[config.mk]
export PLATFORM = sky130hd
export DESIGN_NAME = uart_motor_command_decoder
export DESIGN_NICKNAME = d
export VERILOG_FILES = /design/src/sv/umcd_pkg.sv /design/src/sv/umcd_csr.sv /design/src/sv/umcd_core.sv /design/src/sv/uart_motor_command_decoder.sv
export VERILOG_INCLUDE_DIRS = /design/src /design/src/sv
export SDC_FILE = /design/constraint.sdc
export NUM_CORES = 1
export LEC_CHECK = 0
export BUFFER_PORTS_ARGS = -buffer_cell sky130_fd_sc_hd__buf_2
export CAP_MARGIN = 25
export CORE_MARGIN = 2
export CORE_UTILIZATION = 50
export CTS_CLUSTER_SIZE = 28
export DETAILED_ROUTE_END_ITERATION = 6
export PLACE_DENSITY = 0.78
export SYNTH_ARGS = -nofsm -noshare
export SYNTH_HDL_FRONTEND = slang
export SYNTH_SLANG_ARGS = --single-unit
export TNS_END_PERCENT = 5
[constraint.sdc]
create_clock -name clock -period 2.6 [get_ports clock]
set_input_delay 0.52 -clock clock [delete_from_list [all_inputs] [get_ports clock]]
set_output_delay 0.52 -clock clock [all_outputs]
set_load 0.05 [all_outputs]
[src/sv/uart_motor_command_decoder_defines.svh]
// assertion macros used by the motor command decoder core
`ifndef UART_MOTOR_COMMAND_DECODER_DEFINES_SVH
`define UART_MOTOR_COMMAND_DECODER_DEFINES_SVH

// condition holds at every clock edge outside reset
`define UMCD_ASSERT_ALWAYS(lbl, clk, rst, cond, msg) \
   lbl: assert property (@(posedge clk) disable iff (rst) (cond)) else $error(msg);

// consequence holds in the same cycle as the antecedent
`define UMCD_ASSERT_SAME(lbl, clk, rst, ante, cons, msg) \
   lbl: assert property (@(posedge clk) disable iff (rst) (ante) |-> (cons)) else $error(msg);

// consequence holds in the cycle after the antecedent
`define UMCD_ASSERT_NEXT(lbl, clk, rst, ante, cons, msg) \
   lbl: assert property (@(posedge clk) disable iff (rst) (ante) |=> (cons)) else $error(msg);

`endif

[src/sv/umcd_pkg.sv]
// types, command word table and codes for the motor command decoder
package umcd_pkg;

   localparam int WORD_COUNT = 6;
   localparam int WORD_MAX_LEN = 12;
   localparam logic [7:0] TERMINATOR = 8'h2E;

   // register index of the speed limit
   localparam logic CSR_IDX_SLOWEST = 1'b0;
   localparam logic [7:0] SLOWEST_RESET = 8'd15;

   // command words, bit i of the candidate mask follows this order
   typedef enum logic [2:0] {
      W_START  = 3'd0,
      W_STOP   = 3'd1,
      W_FASTER = 3'd2,
      W_SLOWER = 3'd3,
      W_CW     = 3'd4,
      W_CCW    = 3'd5
   } word_type;

   typedef enum logic [1:0] {
      REPLY_OK        = 2'd0,
      REPLY_MAX_SPEED = 2'd1,
      REPLY_MIN_SPEED = 2'd2
   } reply_type;

   // result of one processed byte
   typedef struct packed {
      logic      fire;
      reply_type reply;
      logic      motor_on;
      logic      turn_ccw;
      logic [7:0] speed;
   } umcd_rsp_type;

   function automatic logic [3:0] word_len(input logic [2:0] w);
      logic [3:0] len;
      case (w)
         W_START:  len = 4'd11;
         W_STOP:   len = 4'd10;
         W_FASTER: len = 4'd9;
         W_SLOWER: len = 4'd12;
         W_CW:     len = 4'd8;
         W_CCW:    len = 4'd9;
         default:  len = 4'd0;
      endcase
      return len;
   endfunction

   // character p of word w, left justified in a 12-character field
   function automatic logic [7:0] word_char(input logic [2:0] w, input logic [3:0] p);
      logic [8*WORD_MAX_LEN-1:0] txt;
      logic [7:0] ch;
      case (w)
         W_START:  txt = {"MOTOR", "_START "};
         W_STOP:   txt = {"MOTOR", "_STOP  "};
         W_FASTER: txt = {"SPEED", "_ADD   "};
         W_SLOWER: txt = {"SPEED", "_REDUCE"};
         W_CW:     txt = {"MOTOR", "_CW    "};
         W_CCW:    txt = {"MOTOR", "_ACW   "};
         default:  txt = '0;
      endcase
      if (p < 4'(WORD_MAX_LEN)) begin
         ch = txt[(WORD_MAX_LEN - 1 - int'(p)) * 8 +: 8];
      end else begin
         ch = 8'd0;
      end
      return ch;
   endfunction

endpackage

[src/sv/umcd_csr.sv]
// configuration register file on the apb-style port
module umcd_csr
   import umcd_pkg::*;
(
   input  logic        clock,
   input  logic        reset,
   input  logic        csr_psel,
   input  logic        csr_penable,
   input  logic        csr_pwrite,
   input  logic [2:0]  csr_paddr,
   input  logic [31:0] csr_pwdata,
   output logic [31:0] csr_prdata,
   output logic        csr_pready,
   output logic [7:0]  slowest_step
);

   logic [7:0] slowest_ff;
   logic [7:0] slowest_in;
   logic       wr_en;

   assign csr_pready = 1'b1;

   // write on the access phase of a write beat
   assign wr_en = csr_psel && csr_penable && csr_pwrite && csr_pready
                  && (csr_paddr[2] == CSR_IDX_SLOWEST);

   always_comb begin
      slowest_in = slowest_ff;
      if (wr_en) begin
         slowest_in = csr_pwdata[7:0];
      end
   end

   always_ff @(posedge clock) begin
      if (reset) begin
         slowest_ff <= SLOWEST_RESET;
      end else begin
         slowest_ff <= slowest_in;
      end
   end

   // read back
   always_comb begin
      csr_prdata = 32'd0;
      if (csr_paddr[2] == CSR_IDX_SLOWEST) begin
         csr_prdata = {24'd0, slowest_ff};
      end
   end

   assign slowest_step = slowest_ff;

endmodule

[src/sv/umcd_core.sv]
// command matcher and motor state update, one byte per step
`include "uart_motor_command_decoder_defines.svh"

module umcd_core
   import umcd_pkg::*;
#(
   parameter int BUF_LEN = 64
)
(
   input  logic         clock,
   input  logic         reset,
   input  logic         step,
   input  logic [7:0]   rx_byte,
   input  logic [7:0]   slowest_step,
   output umcd_rsp_type rsp
);

   localparam int POS_CAP = ((BUF_LEN - 1) < 127) ? (BUF_LEN - 1) : 127;
   localparam int POS_W = $clog2(POS_CAP + 1);

   logic [POS_W-1:0]      pos_ff, pos_in;
   logic [WORD_COUNT-1:0] alive_ff, alive_in;
   logic                  motor_ff, motor_in;
   logic                  ccw_ff, ccw_in;
   logic [7:0]            speed_ff, speed_in;

   logic                  is_term;
   logic [WORD_COUNT-1:0] char_ok;
   logic [WORD_COUNT-1:0] len_ok;
   logic                  hit;
   logic [2:0]            hit_word;
   reply_type             reply;

   assign is_term = (rx_byte == TERMINATOR);

   // per-word compare of this byte and of the gathered length
   always_comb begin
      for (int i = 0; i < WORD_COUNT; i++) begin
         len_ok[i]  = (pos_ff == POS_W'(word_len(3'(i))));
         char_ok[i] = (pos_ff < POS_W'(word_len(3'(i))))
                      && (word_char(3'(i), pos_ff[3:0]) == rx_byte);
      end
   end

   // first live candidate whose length matches
   always_comb begin
      hit = 1'b0;
      hit_word = W_START;
      for (int i = WORD_COUNT - 1; i >= 0; i--) begin
         if (alive_ff[i] && len_ok[i]) begin
            hit = 1'b1;
            hit_word = 3'(i);
         end
      end
   end

   // next state
   always_comb begin
      pos_in   = pos_ff;
      alive_in = alive_ff;
      motor_in = motor_ff;
      ccw_in   = ccw_ff;
      speed_in = speed_ff;
      reply    = REPLY_OK;
      if (step) begin
         if (!is_term) begin
            alive_in = alive_ff & char_ok;
            if (pos_ff < POS_W'(POS_CAP)) begin
               pos_in = pos_ff + 1'b1;
            end
         end else begin
            pos_in   = '0;
            alive_in = '1;
            if (hit) begin
               case (hit_word)
                  W_START:  motor_in = 1'b1;
                  W_STOP:   motor_in = 1'b0;
                  W_FASTER: begin
                     if (speed_ff != 8'd0) begin
                        speed_in = speed_ff - 8'd1;
                     end else begin
                        reply = REPLY_MAX_SPEED;
                     end
                  end
                  W_SLOWER: begin
                     if (speed_ff < slowest_step) begin
                        speed_in = speed_ff + 8'd1;
                     end else begin
                        reply = REPLY_MIN_SPEED;
                     end
                  end
                  W_CW:     ccw_in = 1'b0;
                  W_CCW:    ccw_in = 1'b1;
                  default:  ccw_in = ccw_ff;
               endcase
            end
         end
      end
   end

   always_ff @(posedge clock) begin
      if (reset) begin
         pos_ff   <= '0;
         alive_ff <= '1;
         motor_ff <= 1'b0;
         ccw_ff   <= 1'b0;
         speed_ff <= 8'd0;
      end else begin
         pos_ff   <= pos_in;
         alive_ff <= alive_in;
         motor_ff <= motor_in;
         ccw_ff   <= ccw_in;
         speed_ff <= speed_in;
      end
   end

   // result of this byte, state after the command
   assign rsp.fire     = step && is_term && hit;
   assign rsp.reply    = reply;
   assign rsp.motor_on = motor_in;
   assign rsp.turn_ccw = ccw_in;
   assign rsp.speed    = speed_in;

   // checks
   `UMCD_ASSERT_ALWAYS(a_pos_cap, clock, reset, pos_ff <= POS_W'(POS_CAP), "position past cap")
   `UMCD_ASSERT_NEXT(a_term_clears, clock, reset, step && is_term, pos_ff == '0 && alive_ff == '1, "terminator did not clear command")
   `UMCD_ASSERT_NEXT(a_idle_holds, clock, reset, !step, $stable(speed_ff) && $stable(pos_ff) && $stable(motor_ff), "state moved without a byte")

endmodule

[src/sv/uart_motor_command_decoder.sv]
// top level of the serial motor command decoder
// Takes one received byte per beat and gathers a command up to a period, then
// matches it against the six command words (motor start, motor stop, speed up,
// slow down, clockwise and counter-clockwise). A recognized command yields one
// result beat with the reply code and the motor state after the command; an unknown
// command yields nothing and clears the gathered text. An accepted period sits in the
// input register while the matcher works on it, and the result register loads from the
// matcher's output when the period steps. One byte is accepted every cycle; a period
// waits in the input register only while a previous result is still held and not
// taken. The speed limit register sits at byte address 0.
module uart_motor_command_decoder
   import umcd_pkg::*;
#(
   parameter int BUF_LEN = 64
)
(
   input  logic        clock,
   input  logic        reset,
   // byte input
   input  logic        req_valid,
   output logic        req_ready,
   input  logic [7:0]  req_rx_byte,
   // result output
   output logic        rsp_valid,
   input  logic        rsp_ready,
   output logic [1:0]  rsp_reply_code,
   output logic        rsp_motor_on,
   output logic        rsp_turn_ccw,
   output logic [7:0]  rsp_speed_step,
   // configuration
   input  logic        csr_psel,
   input  logic        csr_penable,
   input  logic        csr_pwrite,
   input  logic [2:0]  csr_paddr,
   input  logic [31:0] csr_pwdata,
   output logic [31:0] csr_prdata,
   output logic        csr_pready
);

   logic         in_valid_ff, in_valid_in;
   logic [7:0]   in_byte_ff, in_byte_in;
   logic         out_valid_ff, out_valid_in;
   logic [1:0]   out_reply_ff, out_reply_in;
   logic         out_motor_ff, out_motor_in;
   logic         out_ccw_ff, out_ccw_in;
   logic [7:0]   out_speed_ff, out_speed_in;

   logic         step;
   logic [7:0]   slowest_step;
   umcd_rsp_type core_rsp;

   umcd_csr u_csr (
      .clock        (clock),
      .reset        (reset),
      .csr_psel     (csr_psel),
      .csr_penable  (csr_penable),
      .csr_pwrite   (csr_pwrite),
      .csr_paddr    (csr_paddr),
      .csr_pwdata   (csr_pwdata),
      .csr_prdata   (csr_prdata),
      .csr_pready   (csr_pready),
      .slowest_step (slowest_step)
   );

   // a byte moves on unless it is a period and the result slot is busy
   assign step = in_valid_ff
                 && ((in_byte_ff != TERMINATOR) || !out_valid_ff || rsp_ready);
   assign req_ready = !in_valid_ff || step;

   umcd_core #(
      .BUF_LEN (BUF_LEN)
   ) u_core (
      .clock        (clock),
      .reset        (reset),
      .step         (step),
      .rx_byte      (in_byte_ff),
      .slowest_step (slowest_step),
      .rsp          (core_rsp)
   );

   // input register
   always_comb begin
      in_valid_in = in_valid_ff;
      in_byte_in  = in_byte_ff;
      if (req_valid && req_ready) begin
         in_valid_in = 1'b1;
         in_byte_in  = req_rx_byte;
      end else if (step) begin
         in_valid_in = 1'b0;
      end
   end

   // result register
   always_comb begin
      out_valid_in = out_valid_ff;
      out_reply_in = out_reply_ff;
      out_motor_in = out_motor_ff;
      out_ccw_in   = out_ccw_ff;
      out_speed_in = out_speed_ff;
      if (core_rsp.fire) begin
         out_valid_in = 1'b1;
         out_reply_in = core_rsp.reply;
         out_motor_in = core_rsp.motor_on;
         out_ccw_in   = core_rsp.turn_ccw;
         out_speed_in = core_rsp.speed;
      end else if (rsp_ready) begin
         out_valid_in = 1'b0;
      end
   end

   always_ff @(posedge clock) begin
      if (reset) begin
         in_valid_ff  <= 1'b0;
         out_valid_ff <= 1'b0;
      end else begin
         in_valid_ff  <= in_valid_in;
         out_valid_ff <= out_valid_in;
      end
   end

   always_ff @(posedge clock) begin
      in_byte_ff   <= in_byte_in;
      out_reply_ff <= out_reply_in;
      out_motor_ff <= out_motor_in;
      out_ccw_ff   <= out_ccw_in;
      out_speed_ff <= out_speed_in;
   end

   assign rsp_valid      = out_valid_ff;
   assign rsp_reply_code = out_reply_ff;
   assign rsp_motor_on   = out_motor_ff;
   assign rsp_turn_ccw   = out_ccw_ff;
   assign rsp_speed_step = out_speed_ff;

endmodule
After elaboration in Yosys (flattened, before gate mapping)
Cells that the tools add are included.
W data, S select, Z words.
{ "totals": {"register_bits": 52, "latch_bits": 0, "ramBits": 0, "romBits": 0, "in_bits": 50, "output_inout_bits": 47, "wordCells": 125, "mem_count": 0} }
{ "op_classes": {"add_sub_neg": 4, "mul": 0, "div": 0, "order_cmp": 8, "n_eq_ne": 18, "shift": 6, "muxes": 43, "n_bitwise": 2, "n_reduce_logical": 31} }
{ "op_table": {"columns": ["cell", "count"], "rows": [
  ["$shiftx A96 B8 Y8 const A", 6],
  ["$mux W8", 12],
  ["$eq A8 B8 Y1", 6],
  ["$eq A6 B4 Y1 const B", 5],
  ["$lt A6 B4 Y1 const B", 5],
  ["$logic_and A1 B1 Y1", 19],
  ["$mux W3", 6],
  ["$mux W6", 3],
  ["$mux W1", 17],
  ["$pmux W8 S2", 1],
  ["$add A8 B1 Y8 const B", 1],
  ["$eq A8 B6 Y1 const B", 1],
  ["$lt A8 B8 Y1", 1],
  ["$ne A8 B6 Y1 const B", 1],
  ["$reduce_bool A8 Y1", 1],
  ["$sub A8 B1 Y8 const B", 1],
  ["$add A6 B1 Y6 const B", 1],
  ["$and A6 B6 Y6", 1],
  ["$eq A3 B2 Y1 const B", 2],
  ["$eq A3 B3 Y1 const B", 2],
  ["$lt A6 B6 Y1 const B", 1],
  ["$reduce_bool A2 Y1", 3],
  ["$sub A4 B4 Y5 const A", 1],
  ["$lt A4 B4 Y1 const B", 1],
  ["other kinds (10)", 14]
]} }

Longest topological paths before layout
Gate-level depths: netlist of run 1.
{ "logic_depth": {"word_depth": 13, "ltp_mapped": 13, "mapped_depth_nobuf": 8} }

By module
Synthesis of run 1 repeated with hierarchy kept, for this count alone.
{ "hier_totals": {"cells_unflattened": 510, "area_unflattened_um2": 4229.1} }
{ "by_module_without_submodules": {"columns": ["module", "instances", "cells_per_inst", "area_per_inst_um2", "seq_area_each_um2"], "rows": [
  ["umcd_core", 1, 407, 2899.0, 440.4],
  ["uart_motor_command_decoder", 1, 33, 719.4, 640.6],
  ["umcd_csr", 1, 70, 610.6, 160.2]
]} }

Least setup slack after synthesis of run 1
Ideal clock, no wire load.
{ "synth_timing": {"path_type": "register -> register", "from": "register u_core.pos_ff[2]", "to": "register out_motor_ff (netlist: rsp_motor_on), enable pin", "setup_ns": 0.380, "arrival_ns": 2.551, "required_ns": 2.220, "path_slack_ns": -0.332, "path_stages_with_launch": 9, "n_path_buf": 2, "period_less_slack_ns": 2.932, "cell_sequence": "dfxtp_1 > buf_2 > inv_1 > buf_1 > ha_1 > or4bb_1 > o22ai_1 > nor4_1 > nor2_1"} }
{ "synth_lines": {"columns": ["item", "line_no", "source"], "rows": [
  ["start: declaration", "umcd_core.sv:21", "logic [POS_W-1:0] pos_ff, pos_in;"],
  ["start signal: assignment", "umcd_core.sv:109", "pos_ff <= pos_in;"],
  ["end signal: assignment", "uart_motor_command_decoder.sv:124", "out_motor_ff <= out_motor_in;"],
  ["end: declaration", "uart_motor_command_decoder.sv:44", "logic out_motor_ff, out_motor_in;"]
]} }

Final worst setup path of run 1
{ "layout_timing": {"from": "register u_core.pos_ff[2]", "to": "register u_core.alive_ff[3]"} }
{ "layout_between": {"elab_chain_len": 7, "elab_cells_between_ends": 9, "classes_between": "1 x add/sub; 2 x order compare; 1 x eq/ne; 1 x shift; 2 x mux; 1 x bitwise; 1 x reduce/logical"} }
{ "layout_lines": {"columns": ["item", "line_no", "source"], "rows": [
  ["$sub A4 B4 Y5", "umcd_pkg.sv:65", "ch = txt[(WORD_MAX_LEN - 1 - int'(p)) * 8 +: 8];"],
  ["$shiftx A96 B8 Y8", "umcd_pkg.sv:65", null],
  ["$mux W8", "umcd_pkg.sv:64", "if (p < 4'(WORD_MAX_LEN)) begin"],
  ["$eq A8 B8 Y1", "umcd_core.sv:41", "&& (word_char(3'(i), pos_ff[3:0]) == rx_byte);"],
  ["$logic_and A1 B1 Y1 *", "umcd_core.sv:41", null],
  ["$and A6 B6 Y6 *", "umcd_core.sv:67", "alive_in = alive_ff & char_ok;"],
  ["$mux W6 *", "umcd_core.sv:66", "if (!is_term) begin"],
  ["end signal: assignment", "umcd_core.sv:110", "alive_ff <= alive_in;"],
  ["end: declaration", "umcd_core.sv:22", "logic [WORD_COUNT-1:0] alive_ff, alive_in;"]
]} }
Every way passes the cells marked *; elsewhere a longest branch is shown, timed or not.
A chain may end at the register's enable or synchronous reset.

==> reports/results.txt, run 1 <==
Pwr Total = 1.91 mW
routability congestion estimate = 1.00
top cell type's share of synthesized area = 0.148
antenna violations before repair = 0
Synth Area in Adders = 0.0485
Hold Crit Class = in -> reg
Antenna Cells = 0
synth-to-layout area growth = 14.9%
max-slew violation count = 0
f_max = 389 MHz
routed len/inst = 18.0 um
crit path time final = 2.57 ns
Ys Warns = 0
HP Start = req_rx_byte[0]
#FFs+latches synth = 52
Cell Pwr Density = 383 nW/um^2
initial core utilization = 0.522
Die Area = 9430 um^2
outcome = completed
compound-gate portion of the synthesized area = 0.227
vias in the first global route = 4,266
Synth Area in Simple Gates = 0.271
Worst-Margin Slew = 0.662 ns
ys flop type = dfxtp_1
layout cell share with drive strength beyond 1 = 0.216
residual overflow from global routing = 0
CP arrival = 2.82 ns
Clock Power Share = 0.300
NetSw = 609 uW
Sequential Area = 1240 um^2
Pleak = 2.01 nW
Post-Synth XOR/XNOR Area = 0.0404
final setup fails = 0
worst r2r src = u_core.pos_ff[2]$_SDFFE_PP0P_
dominant cells by area after synthesis = dfxtp_1 15%, edfxtp_1 14%, buf_4 5.4%
drt pass-1 iters = 6
worst-skew pair later-pin latency = 0.31 ns
crit path launch = u_core.pos_ff[2]$_SDFFE_PP0P_
MaxCap Viol Count = 0
slew margin rel. = 0.554
Sinks on Clock Net = 52
chip width = 97.1 um
period utilization = 0.988
Max clock buf depth = 2
Placed Instance Area = 4830 um^2
ys async rst share = 0
Iter 0 DRT Violations = 337
Netlist cell types = 73
Vias/cell = 6.12
CTS tree = done
row cnt = 33
Crit Path Class = reg -> reg
total number of vias = 4,416
All-Layer GR Usage = 0.275
combined area of the multi-input logic cells = 2730 um^2
Sw Ratio = 0.319
Fin. Hold Viols = 0
post-route ant nets = 0
Max VDD drop = 261 uV
Nets = 682
Flop pwr share = 0.469
area leader, netlist = dfxtp_1
# DRC = 0
mux contribution to synthesized area = 0.0144
RSZ-0062 raised after global routing = yes
largest family of logic cells by synthesized area = simple AND/OR/NAND/NOR gates
H-tree Lvls = 2
number of flops mapped to enable cells by yosys = 20
final wirelength = 13.0 mm
first-pass GRT wire length = 21.4 mm
io pins = 97
Syn Inst Count = 549
worst path required time = 2.85 ns
CTS buffer count = 5
internal power = 1.30 mW
Worst Skew = 0.00814 ns
largest net degree at the start of global routing = 32
CP max FO = 31
Root Buffer = clkbuf_8
crit end category = flop
Worst-path clk slew = 0.10 ns
Core ar. = 8300 um^2
syn_area_per_cell = 7.89 um^2
count leader, synth = nor2_1
Die H = 97.1 um
placed wire-length estimate = 9.39 mm
Post-Layout Inst Area = 4980 um^2
Filler cells = 763
PortBufs = 45
register area share after synthesis = 0.286
Combinational Power Share = 0.231
Netlist Area Pre-Place = 4330 um^2
startpoint type of the worst setup path = flop
Synth top cells by count = 56 x nor2_1, 43 x nand2_1, 39 x o21ai_0
-- area by class of cell --
cell class,count,share of cell area
Multi-Input combinational cell,435,0.549
Sequential cell,52,0.250
Timing Repair Buffer,100,0.136
Tap cell,105,0.0264
Inverter,22,0.0166
Clock buffer,6,0.0146
Clock inverter,2,0.00779
-- power groups by stage --
stage | sequential, mW | combinational [mW] | clock [mW]
after floorplan | 0.905 | 0.355 | 0
after global placement | 0.914 | 0.417 | 0
after detailed placement | 0.915 | 0.424 | 0
after CTS | 0.895 | 0.429 | 0.583
after global routing | 0.899 | 0.478 | 0.610
final | 0.895 | 0.441 | 0.573
-- stage by stage --
stage               TNS (ns)  setup WS, ns  cells  utilization  hold WS, ns
global route          -0.110       -0.0314    722        0.600        0.361
global placement           0         0.146    712        0.582        0.445
finish                     0        0.0307    722        0.600        0.377
CTS                        0        0.0245    721        0.597        0.370
floorplan             -0.213       -0.0245    572            -        0.436
detailed placement         0        0.0907    712        0.582        0.453
-- cell families (layout without fill, tap and decap cells) --
group	count (synthesis)	count (layout)
adders and majority gates	17	17
buffers and inverters	85	130
muxes	6	6
DFF	52	52
other	2	25
AOI/OAI and AO/OA	153	153
and+or+nand+nor	214	214
xor gates and xnor gates	20	20
-- state kept, by name, indices dropped and copies added, names as in the netlist --
register / cells
in_byte_ff: 8
in_valid_ff: 1
rsp_motor_on: 1
rsp_reply_code: 2
rsp_speed_step: 8
rsp_turn_ccw: 1
rsp_valid: 1
u_core.alive_ff: 6
u_core.ccw_ff: 1
u_core.motor_ff: 1
u_core.pos_ff: 6
u_core.speed_ff: 8
u_csr.slowest_step: 8
-- critical path: stages (launching register included) --
cell	delay, ns
dfxtp_4	0.38
inv_1	0.06
ha_1	0.33
buf_12	0.18
a211o_1	0.29
a221o_1	0.35
a31oi_1	0.17
nand4_1	0.10
or4_1	0.52
o21ai_1	0.14
-- cells in the final DEF (no fill, tap or decap), types with 4 or more instances in the layout --
cell type / count
nor2_1: 54
mux2i_1: 4
nand2_1: 43
xor2_1: 9
o22ai_1: 4
nor4_1: 5
or2_2: 4
a211o_1: 5
inv_1: 21
nor3_1: 14
dfxtp_1: 31
nor2b_1: 12
xnor2_1: 11
nor3b_1: 4
edfxtp_1: 20
nand4b_1: 5
a21oi_1: 38
or4_1: 5
clkbuf_8: 5
buf_2: 44
ha_1: 16
nand3_1: 15
o31ai_1: 8
a31oi_1: 15
o211ai_1: 6
nand2b_1: 9
nand4_1: 8
o21ai_0: 38
buf_4: 53
or3_1: 7
a211oi_1: 8
conb_1: 25
-- metal layers --
metal | wire length, um | up-vias | GRT usage
li1 | - | 2103 | -
met1 | 5250 | 2032 | 0.342
met2 | 6190 | 235 | 0.463
met3 | 1130 | 46 | 0.0619
met4 | 445 | 0 | 0.106
met5 | 0 | - | 0
-- timing repair --
action,CTS,global route
setup endpoints to repair,1,11
pin swaps,0,1
resized for setup,1,7
endpoints found under the hold margin,0,0
setup buffers,1,1
hold buffers,0,0
-- worst paths after layout --
| kind | slack, ns | depth (start not counted) | end |
|---|---|---|---|
| setup / recovery | 0.03 | 9 | u_core.alive_ff[3]$_SDFFE_PP1P_ |
| hold / removal | 0.38 | 1 | in_byte_ff[0]$_DFFE_PP_ |
| setup reg to reg | 0.03 | 9 | u_core.alive_ff[3]$_SDFFE_PP1P_ |
| hold reg to reg | 0.47 | 2 | u_csr.slowest_step[6]$_SDFFE_PP0P_ |
No activity file was read; power rests on OpenSTA's default activity.
==> inputs of run 2 (changes only) <==
--- a/config.mk
+++ b/config.mk
@@ -6,6 +6,8 @@
 export SDC_FILE = /design/constraint.sdc
 export NUM_CORES = 1
 export LEC_CHECK = 0
+export ABC_AREA = 1
+export ABC_CLOCK_PERIOD_IN_PS = 2600
 export BUFFER_PORTS_ARGS = -buffer_cell sky130_fd_sc_hd__buf_2
 export CAP_MARGIN = 25
 export CORE_MARGIN = 2
@@ -16,4 +18,4 @@
 export SYNTH_ARGS = -nofsm -noshare
 export SYNTH_HDL_FRONTEND = slang
 export SYNTH_SLANG_ARGS = --single-unit
-export TNS_END_PERCENT = 5
+export TNS_END_PERCENT = 10
==> reports/results.txt, run 2 <==
outcome = completed
Netlist Area Pre-Place = 4270 um^2 (-1.6%)
Finished Core Util = 0.560 (-0.0405)
Core ar. = 8260 um^2 (-0.50%)
Fin. Hold Viols = 0 (unchanged)
Vias/cell = 5.37 (-12%)
All-Layer GR Usage = 0.268 (-0.00635)
Placed Instance Area = 4530 um^2 (-6.3%)
dominant cells by area after synthesis = nand2_1 17%, dfxtp_1 15%, edfxtp_1 14%
worst path required time = 2.86 ns (about the same)
most frequent cells in the layout = 195 x nand2_1, 79 x nand3_1, 61 x nor2_1
CP arrival = 2.64 ns (-0.18 ns)
MaxCap Viol Count = 0 (unchanged)
Max VDD drop = 232 uV (-11%)
CP max FO = 8 (-74%)
crit-path max cell delay = 0.52 ns (about the same)
crit path time final = 2.38 ns (-0.190 ns)
post-route ant nets = 0 (unchanged)
startpoint type of the worst setup path = flop
syn_area_per_cell = 6.59 um^2 (-16%)
total number of vias = 4,307 (-2.5%)
Die Area = 9290 um^2 (-1.5%)
period utilization = 0.915 (-0.0732)
# DRC = 0 (unchanged)
max-slew violation count = 0 (unchanged)
Cell Pwr Density = 376 nW/um^2 (-1.9%)
f_max = 420 MHz (+8.0%)
first-pass GRT wire length = 19.2 mm (-10%)
delay-heaviest family, CP = simple AND/OR/NAND/NOR gates
RSZ-0062 raised after global routing = no
Worst path most repeated cell = nand2_1
Hold Crit Class = in -> reg
row cnt = 33 (unchanged)
Die H = 96.4 um (-0.75%)
area leader, netlist = nand2_1
worst path cell trace = ha_1, inv_1, nand3_1, nand4_1, nand2_1, nand2_1, nand2_1, nand3_1, nor2_1, nand2_1, nand2_1, nand2_1, nand2_1
setup tns final = 0 ns (unchanged)
PortBufs = 45 (unchanged)
Antenna Cells = 0 (unchanged)
largest net degree at the start of global routing = 19 (-41%)
Buf/Inv on CP = 1 (-1)
drt pass-1 iters = 5 (-1)
routed len/inst = 14.9 um (-17%)
Slowest cell on crit path = dfxtp_1
#FFs+latches synth = 52 (unchanged)
Sinks on Clock Net = 52 (unchanged)
Worst Skew = 0.00978 ns (+0.00164 ns)
Worst-path clk slew = 0.11 ns (about the same)
final wirelength = 11.9 mm (-8.3%)
chip width = 96.4 um (-0.75%)
routability congestion estimate = 0.997 (-0.38%)
number of flops mapped to enable cells by yosys = 20 (unchanged)
residual overflow from global routing = 0 (unchanged)
io pins = 97 (unchanged)
Max clock buf depth = 2 (unchanged)
Nets = 762 (+12%)
HP Start = req_rx_byte[4]
Reg2Reg Setup Slack = 0.22 ns (+0.19 ns)
Synth top cells by count = 195 x nand2_1, 79 x nand3_1, 61 x nor2_1
Iter 0 DRT Violations = 342 (+1.5%)
ys flop type = dfxtp_1
worst-skew pair later-pin latency = 0.31 ns (about the same)
CTS buffer count = 5 (unchanged)
reg-to-reg critical path endpoint = u_core.alive_ff[5]$_SDFFE_PP1P_
top cell type's share of synthesized area = 0.172 (+0.0237)
hold endpoint = in_byte_ff[4]$_DFFE_PP_
layout cell share with drive strength beyond 1 = 0.152 (-0.0635)
count leader, synth = nand2_1
vias in the first global route = 3,911 (-8.3%)
Min-Delay Path Depth = 1 (unchanged)
Pwr Total = 1.74 mW (-9.0%)
Post-CTS Hold Fix Bufs = 0 (unchanged)
synth-to-layout area growth = 8.33%
Root Buffer = clkbuf_8
ys async rst share = 0 (unchanged)
Post-Layout Inst Area = 4620 um^2 (-7.2%)
commonest non-fill, non-tap cell in the layout = nand2_1
antenna violations before repair = 0 (unchanged)
Ys Warns = 0 (unchanged)
register area share after synthesis = 0.291 (+0.00453)
Pleak = 2.32 nW (+15%)
placed wire-length estimate = 9.08 mm (-3.3%)
Netlist cell types = 41 (-44%)
crit end category = flop
initial core utilization = 0.517 (-0.00557)
H-tree Lvls = 2 (unchanged)
CTS tree = done
Syn Inst Count = 647 (+18%)
R2R cell count = 13 (+4)
worst r2r src = u_core.pos_ff[3]$_SDFFE_PP0P_
final setup fails = 0 (unchanged)
Crit Path Class = reg -> reg
## run 2: changes by cell type after synthesis, moves of 8 or more
cell and change:
a31oi_1 -14, clkbuf_1 -15, inv_1 +37, inv_2 +11, nand2_1 +152, nand2b_1 -9, nand3_1 +64, nand4_1 +10
nor2b_1 -12, o21ai_0 -28, o31ai_1 -8, xnor2_1 -10
## run 2: cell families (layout without fill, tap and decap cells)
| logic type | Yosys count | after routing | share of synthesized area |
|---|---|---|---|
| AO/OA/AOI/OAI | 63 | 63 | 0.0853 |
| XOR/XNOR | 17 | 17 | 0.0349 |
| adder cells (fa/ha/maj) | 16 | 16 | 0.0469 |
| buffers and inverters | 109 | 136 | 0.128 |
| flip-flops | 52 | 52 | 0.291 |
| other | 2 | 25 | 0.00176 |
| AND/OR/NAND/NOR | 388 | 388 | 0.412 |
## run 2: where the power goes
| group | leakage, nW | switching [mW] | internal, mW |
|---|---|---|---|
| Sequential | 0.445 | 0.0246 | 0.865 |
| Combinational | 1.83 | 0.269 | 0.0900 |
| Clock | 0.0445 | 0.296 | 0.192 |
## run 2: what timing repair did
| item | CTS | global route |
|---|---|---|
| resized for setup | 0 | 2 |
| endpoints found under the setup margin | 0 | 2 |
| buffers inserted | 0 | 0 |
## run 2: worst max-delay path by stage
| stage | startpoint | endpoint | cells past startpoint |
|---|---|---|---|
| 2_1_floorplan | u_core.pos_ff[2]$_SDFFE_PP0P_ | u_core.alive_ff[1]$_SDFFE_PP1P_ | 13 |
| 3_3_place_gp | u_core.pos_ff[0]$_SDFFE_PP0P_ | rsp_reply_code[1]$_SDFFCE_PN0P_ | 8 |
| 3_5_place_dp | u_core.pos_ff[0]$_SDFFE_PP0P_ | rsp_reply_code[0]$_SDFFCE_PN0P_ | 8 |
| 4_1_cts | u_core.pos_ff[0]$_SDFFE_PP0P_ | rsp_reply_code[0]$_SDFFCE_PN0P_ | 8 |
| 5_1_grt | u_core.pos_ff[3]$_SDFFE_PP0P_ | u_core.alive_ff[1]$_SDFFE_PP1P_ | 13 |
| 6_report | u_core.pos_ff[3]$_SDFFE_PP0P_ | u_core.alive_ff[5]$_SDFFE_PP1P_ | 13 |
## run 2: final cells by class
type | instances | area, um^2
fillers | 813 | 3640
multi-input cells | 509 | 2570
flip-flops and latches | 52 | 1240
repair buffers | 59 | 330
inverters | 69 | 259
well taps | 105 | 131
clock buffers | 5 | 68.8
clock inverters | 3 | 21.3
## run 2: per-stage QoR
stage	std cells	hold slack [ns]	setup WS (ns)
after floorplan	670	0.418	0.546
after global placement	794	0.433	0.298
after detailed placement	794	0.438	0.308
after CTS	802	0.373	0.269
after global routing	802	0.370	0.00527
final	802	0.381	0.221
## run 2: metal layers
layer / vias up / global-route usage / routed length (um) / share of wire
li1: 2162 / - / - / -
met1: 1929 / 0.376 / 5300 / 0.44
met2: 194 / 0.431 / 5500 / 0.46
met3: 22 / 0.0365 / 933 / 0.078
met4: 0 / 0.0798 / 208 / 0.017
met5: - / 0 / 0 / 0
## run 2: worst register-to-register path, cell delays in order, from the launching register on
cell     delay (ns)
dfxtp_1        0.52
ha_1           0.44
inv_1          0.19
nand3_1        0.20
nand4_1        0.27
nand2_1        0.12
nand2_1        0.06
nand2_1        0.07
nand3_1        0.11
nor2_1         0.10
nand2_1        0.08
nand2_1        0.07
nand2_1        0.05
nand2_1        0.05
